===== src/hw/rtl/kvat_pkg.sv =====
// Shared types and character constants for the key/value assignment tokenizer.
package kvat_pkg;

  localparam int unsigned CharW = 8;
  localparam int unsigned RoleW = 2;

  // Byte role codes
  localparam logic [RoleW-1:0] ROLE_SKIP  = 2'd0;
  localparam logic [RoleW-1:0] ROLE_NAME  = 2'd1;
  localparam logic [RoleW-1:0] ROLE_VALUE = 2'd2;

  // Characters of interest
  localparam logic [CharW-1:0] CH_NUL    = 8'h00;
  localparam logic [CharW-1:0] CH_TAB    = 8'h09;
  localparam logic [CharW-1:0] CH_SPACE  = 8'h20;
  localparam logic [CharW-1:0] CH_DQUOTE = 8'h22;
  localparam logic [CharW-1:0] CH_SQUOTE = 8'h27;
  localparam logic [CharW-1:0] CH_COMMA  = 8'h2C;
  localparam logic [CharW-1:0] CH_COLON  = 8'h3A;
  localparam logic [CharW-1:0] CH_SEMI   = 8'h3B;
  localparam logic [CharW-1:0] CH_EQUAL  = 8'h3D;

  typedef enum logic [2:0] {
    PH_START    = 3'd0,
    PH_NAME     = 3'd1,
    PH_OPERATOR = 3'd2,
    PH_VSPACE   = 3'd3,
    PH_VALUE    = 3'd4,
    PH_QUOTED   = 3'd5,
    PH_FIELDSEP = 3'd6,
    PH_DISCARD  = 3'd7
  } phase_e;

  typedef struct packed {
    logic [RoleW-1:0] role;
    logic             pair_end;
    logic             finished;
    logic             accepted;
  } result_t;

endpackage


===== src/hw/rtl/kvat_decode.sv =====
// Single-byte tokenizer decode: next phase and result flags from phase and byte.
module kvat_decode import kvat_pkg::*; (
  input  phase_e           phase_i,
  input  logic [CharW-1:0] char_i,
  output phase_e           phase_o,
  output result_t          res_o
);

  logic is_nul;
  logic is_sp;
  logic is_op;
  logic is_sep;
  logic is_sq;

  assign is_nul = (char_i == CH_NUL);
  assign is_sp  = (char_i == CH_SPACE) || (char_i == CH_TAB);
  assign is_op  = (char_i == CH_EQUAL) || (char_i == CH_COLON);
  assign is_sep = (char_i inside {CH_SEMI, CH_COMMA});
  assign is_sq  = (char_i == CH_SQUOTE);

  // Moves that consume no byte (start->name->operator, vspace->value) are
  // folded into their targets.
  always_comb begin
    res_o   = '0;
    phase_o = phase_i;
    case (phase_i)
      PH_START: begin
        if (is_nul) begin
          res_o.finished = 1'b1;
          res_o.accepted = 1'b1;
        end else if (char_i == CH_DQUOTE) begin
          res_o.finished = 1'b1;
          phase_o        = PH_DISCARD;
        end else if (is_sp) begin
          phase_o = PH_START;
        end else if (is_op) begin
          phase_o = PH_VSPACE;
        end else begin
          res_o.role = ROLE_NAME;
          phase_o    = PH_NAME;
        end
      end
      PH_NAME: begin
        if (is_nul) begin
          res_o.finished = 1'b1;
          phase_o        = PH_START;
        end else if (is_op) begin
          phase_o = PH_VSPACE;
        end else if (char_i == CH_SPACE) begin
          phase_o = PH_OPERATOR;
        end else begin
          res_o.role = ROLE_NAME;
        end
      end
      PH_OPERATOR: begin
        if (is_nul) begin
          res_o.finished = 1'b1;
          phase_o        = PH_START;
        end else if (is_op) begin
          phase_o = PH_VSPACE;
        end
      end
      PH_VSPACE: begin
        if (is_nul) begin
          res_o.finished = 1'b1;
          phase_o        = PH_START;
        end else if (is_sp) begin
          phase_o = PH_VSPACE;
        end else if (is_sep) begin
          res_o.pair_end = 1'b1;
          phase_o        = PH_START;
        end else if (is_sq) begin
          phase_o = PH_QUOTED;
        end else begin
          res_o.role = ROLE_VALUE;
          phase_o    = PH_VALUE;
        end
      end
      PH_VALUE: begin
        if (is_nul) begin
          res_o.pair_end = 1'b1;
          res_o.finished = 1'b1;
          res_o.accepted = 1'b1;
          phase_o        = PH_START;
        end else if (is_sep) begin
          res_o.pair_end = 1'b1;
          phase_o        = PH_START;
        end else if (is_sq) begin
          phase_o = PH_QUOTED;
        end else begin
          res_o.role = ROLE_VALUE;
        end
      end
      PH_QUOTED: begin
        if (is_nul) begin
          res_o.finished = 1'b1;
          phase_o        = PH_START;
        end else if (is_sq) begin
          res_o.pair_end = 1'b1;
          phase_o        = PH_FIELDSEP;
        end else begin
          res_o.role = ROLE_VALUE;
        end
      end
      PH_FIELDSEP: begin
        if (is_nul) begin
          res_o.finished = 1'b1;
          res_o.accepted = 1'b1;
          phase_o        = PH_START;
        end else if (char_i == CH_SPACE) begin
          phase_o = PH_FIELDSEP;
        end else if (is_sep) begin
          phase_o = PH_START;
        end else begin
          res_o.finished = 1'b1;
          phase_o        = PH_DISCARD;
        end
      end
      PH_DISCARD: begin
        if (is_nul) begin
          phase_o = PH_START;
        end
      end
      default: begin
        phase_o = PH_START;
      end
    endcase
  end

endmodule


===== src/hw/rtl/key_value_assignment_tokenizer_core.sv =====
// Top level of the key/value assignment tokenizer: input register, decode, result register.
//
//   channel | direction | handshake                 | payload
//   --------+-----------+---------------------------+--------------------------------------
//   in      | sink      | in_valid_i / in_stall_o   | char_in_i[7:0]
//   out     | source    | out_valid_o / out_stall_i | role_o[1:0], pair_end_o, finished_o,
//           |           |                           | accepted_o
//
// One item per clock while out_stall_i is low; an accepted input passes through the input register
// and is then decoded into the result register.
// The phase advances as an item moves into the result register, so
// back-to-back bytes always see the updated phase.
// Reset returns the phase to start and empties both registers.
// An output stall holds the result; the input stalls only while both registers are full.
module key_value_assignment_tokenizer_core import kvat_pkg::*; (
  input  logic             clk_i,
  input  logic             rst_ni,
  input  logic             in_valid_i,
  output logic             in_stall_o,
  input  logic [CharW-1:0] char_in_i,
  output logic             out_valid_o,
  input  logic             out_stall_i,
  output logic [RoleW-1:0] role_o,
  output logic             pair_end_o,
  output logic             finished_o,
  output logic             accepted_o
);

  logic             in_vld_q;
  logic [CharW-1:0] char_q;
  logic             out_vld_q;
  result_t          res_q;
  phase_e           phase_q;

  phase_e  phase_d;
  result_t res_d;
  logic    out_free;
  logic    move;

  // Result register can take a new item when empty or being drained.
  assign out_free   = !out_vld_q || !out_stall_i;
  assign move       = in_vld_q && out_free;
  assign in_stall_o = in_vld_q && !out_free;

  kvat_decode u_decode (
    .phase_i (phase_q),
    .char_i  (char_q),
    .phase_o (phase_d),
    .res_o   (res_d)
  );

  // Control state
  always_ff @(posedge clk_i or negedge rst_ni) begin
    if (!rst_ni) begin
      in_vld_q  <= 1'b0;
      out_vld_q <= 1'b0;
      phase_q   <= PH_START;
    end else begin
      if (!in_stall_o) begin
        in_vld_q <= in_valid_i;
      end
      if (out_free) begin
        out_vld_q <= in_vld_q;
      end
      if (move) begin
        phase_q <= phase_d;
      end
    end
  end

  // Payload
  always_ff @(posedge clk_i) begin
    if (!in_stall_o && in_valid_i) begin
      char_q <= char_in_i;
    end
    if (move) begin
      res_q <= res_d;
    end
  end

  assign out_valid_o = out_vld_q;
  assign role_o      = res_q.role;
  assign pair_end_o  = res_q.pair_end;
  assign finished_o  = res_q.finished;
  assign accepted_o  = res_q.accepted;

endmodule


===== config.mk =====
export PLATFORM = sky130hd
export DESIGN_NAME = key_value_assignment_tokenizer_core
export DESIGN_NICKNAME = d
export VERILOG_FILES = /design/src/hw/rtl/kvat_pkg.sv /design/src/hw/rtl/kvat_decode.sv /design/src/hw/rtl/key_value_assignment_tokenizer_core.sv
export SDC_FILE = /design/constraint.sdc
export NUM_CORES = 1
export LEC_CHECK = 0
export BUFFER_PORTS_ARGS = -buffer_cell sky130_fd_sc_hd__buf_2
export CAP_MARGIN = 20
export CORE_MARGIN = 2
export CORE_UTILIZATION = 55
export CTS_CLUSTER_SIZE = 16
export DETAILED_ROUTE_END_ITERATION = 7
export PLACE_DENSITY_LB_ADDON = 0.1
export SYNTH_ARGS = -nofsm -noshare
export SYNTH_HDL_FRONTEND = slang
export SYNTH_SLANG_ARGS = --single-unit

===== constraint.sdc =====
create_clock -name clk_i -period 2.7 [get_ports clk_i]
set_input_delay 0.54 -clock clk_i [delete_from_list [all_inputs] [get_ports clk_i]]
set_output_delay 0.54 -clock clk_i [all_outputs]
set_load 0.03 [all_outputs]

==> results.sh <==
export IMPL_drt_wl_total_mm=2.15
export IMPL_required_ps=2870
export IMPL_critPathSlowestCell="edfxtp_1"
export IMPL_slew_violations=0
export IMPL_start_kind="flop"
export IMPL_fp_dieArea_um2=2480
export IMPL_antenna_found_initial=0
export IMPL_ys_seq_elements=18
export IMPL_syn_area_per_cell_um2=10.2
export IMPL_power_density_nw_per_um2=745
export IMPL_final_cell_mix="buf_2, edfxtp_1, nand2_1, nor2_1, a21oi_1"
export IMPL_p_int_uw=571
export IMPL_yosysSeqAreaShare=0.446
export IMPL_worstPathArrival_ps=2510
export IMPL_crit_type="flop to flop"
export IMPL_nNetsFinal=142
export IMPL_clock_path_buffers=2
export IMPL_wire_per_inst_um=13.8
export IMPL_vias=955
export IMPL_vias_per_cell=6.12
export IMPL_syn_num_nets=125
export IMPL_grt_pass1_wl_mm=3.84
export IMPL_clkSlewWorstSetupHoldPaths_ps=100
export IMPL_cts_tree="done"
export IMPL_grt_max_degree=15
export IMPL_clk_latency_ps=290
export IMPL_comb_power_share=0.376
export IMPL_clockPowerShare=0.143
export IMPL_cap_viol_max_count=0
export IMPL_crit_fanout=10
export IMPL_antenna_left=0
export IMPL_path_cells="nor4_2 -> and2_1 -> or3_1 -> nand4_2 -> a211oi_2 -> mux2_2"
export IMPL_worstMarginPinSlew_ps=422
export IMPL_setup_violations=0
export IMPL_drt_iter0_drc=44
export IMPL_portBuffers=18
export IMPL_hold_violations=0
export IMPL_fin_crit_sh=0.865
export IMPL_r2r_cells=6
export IMPL_cpPeakStageDelay_ps=530
export IMPL_yosysWarnings=0
export IMPL_regArea_um2=515
export IMPL_ys_flop_type="edfxtp_1"
export IMPL_initial_core_util=0.589
export IMPL_final_core_util=0.638
export IMPL_async_reset_ff_frac=0.278
export IMPL_ff2ff_setup_slack_ps=360
export IMPL_multiInputGateArea_um2=578
export IMPL_core_area_um2=1960
export IMPL_pwr_share_seq=0.481
export IMPL_power_switching_share=0.387
export IMPL_switching_power_uw=361
export IMPL_grt_total_usage=0.202
export IMPL_fin_crit_ps=2340
export IMPL_hold_class="primary input to asynchronous set/reset pin"
export IMPL_drt_pre_antenna_iters=4
export IMPL_crit_family="simple AND/OR/NAND/NOR gates"
export IMPL_nFillCells=174
export IMPL_design_area_um2=1250
export IMPL_relSlewSlack=0.715
export IMPL_grt_pass1_vias=904
export IMPL_dpl_instance_area_um2=1220
export IMPL_final_common_cell="buf_2"
export IMPL_whs_ps=56.1
export IMPL_endpoint_kind="flop"
export IMPL_r2r_end="phase_q[0]"
export IMPL_fmax_mhz=428
export IMPL_status="completed"
export IMPL_overflow=0
export IMPL_root_buffer="clkbuf_4"
export IMPL_syn_to_final_growth_pct=8.34
export IMPL_cts_resized=0
export IMPL_drive_gt1_frac=0.279
export IMPL_synth_edff_count=13
export IMPL_drt_drc_violations_left=0
export IMPL_clkSinkCount=18
export IMPL_netlist_area_um2=1150
export IMPL_place_gp_congestion=0.986
export IMPL_reg2reg_from="char_q[0]"
export IMPL_synthCells=113
export IMPL_power_leakage_uw=0.000466
export IMPL_peakVddDrop_v=0.000420
export IMPL_hpwl_mm=1.62
export IMPL_ios=19
export IMPL_die_h_um=49.8
export IMPL_rows=16
export IMPL_fin_tns_setup_ps=0
export IMPL_cts_setup_buffers=0
export IMPL_cts_hold_buf=0
export IMPL_design_power_total_uw=932
export IMPL_numCtsBuffers=3
export IMPL_synth_cell_types=46
export IMPL_diodes=0
export IMPL_cp_buffers_inverters=0
export IMPL_htree_levels=1
export IMPL_dieWidth_um=49.8
export IMPL_finalClockSkew_ps=10.3
export IMPL_grt_setup_unrepaired="false"
stage by stage:
step	std cells	worst slack, ps
2_1_floorplan	113	623
3_5_place_dp	152	426
4_1_cts	156	389
5_1_grt	156	179
6_report	156	364
3_3_place_gp	152	478
sequential cells by signal, summed over array words and instances (netlist names):
| signal | cells |
|---|---|
| out_valid_o | 1 |
| phase_q | 3 |
| accepted_o | 1 |
| finished_o | 1 |
| pair_end_o | 1 |
| in_vld_q | 1 |
| char_q | 8 |
| role_o | 2 |
worst register-to-register path, stage by stage (launching register included):
cell and delay [ps]:
edfxtp_1 530, nor4_2 420, and2_1 360, or3_1 180
nand4_2 110, a211oi_2 250, mux2_2 370
layout make-up:
cell class / count / share of cell area
multi-input combinational: 87 / 0.462
inverter: 2 / 0.00600
sequential: 18 / 0.412
tap: 27 / 0.0270
clock buffer: 4 / 0.0210
timing repair buffer: 18 / 0.0720
logic make-up (layout without fill, tap and decap cells):
family / Yosys count / in the layout / synth area share
AND/OR/NAND/NOR: 58 / 58 / 0.313
buffers and inverters: 8 / 24 / 0.0531
multiplexers: 2 / 2 / 0.0195
flip-flops: 18 / 18 / 0.446
AO/OA/AOI/OAI: 27 / 27 / 0.168
synthesized netlist by cell type (all sizes together) (2+ instances only):
library cell | instances | area share
and3b | 2 | 0.015
nor2 | 10 | 0.033
o211ai | 3 | 0.020
a211oi | 3 | 0.024
dfrtp | 5 | 0.11
and3 | 2 | 0.011
edfxtp | 13 | 0.34
nand4 | 2 | 0.016
nand2b | 4 | 0.022
nor3b | 3 | 0.024
nor4 | 3 | 0.033
nor3 | 4 | 0.017
or3 | 3 | 0.016
mux2 | 2 | 0.020
o21ai | 3 | 0.013
a21oi | 7 | 0.030
nand2 | 12 | 0.039
and2 | 4 | 0.023
or4 | 3 | 0.021
inv | 2 | 0.0065
buf | 5 | 0.035
nand3 | 2 | 0.0087
routing by layer:
metal	vias up	global-route usage	routed length (um)	part of all wire
met2	52	0.340	1130	0.53
met3	2	0.0485	156	0.073
li1	470	-	-	-
met4	0	0.0741	13	0.0060
met5	-	0	0	0
met1	431	0.250	850	0.40
power groups by stage:
stage,sequential [uW],combinational [uW],clock (uW)
finish,448,350,133
global route,459,393,152
CTS,446,347,141
detailed placement,452,345,0
global placement,453,348,0
floorplan,422,323,0
how the worst max path moves through the flow:
stage,start,end,slack [ps],cells after the start
after floorplan,char_q[4],phase_q[0],620,5
after global placement,char_q[0],phase_q[0],480,6
after detailed placement,char_q[0],phase_q[0],430,6
after CTS,char_q[0],phase_q[0],390,6
after global routing,char_q[0],phase_q[0],180,6
final,char_q[0],phase_q[0],360,6
No activity file was read; power rests on OpenSTA's default activity.
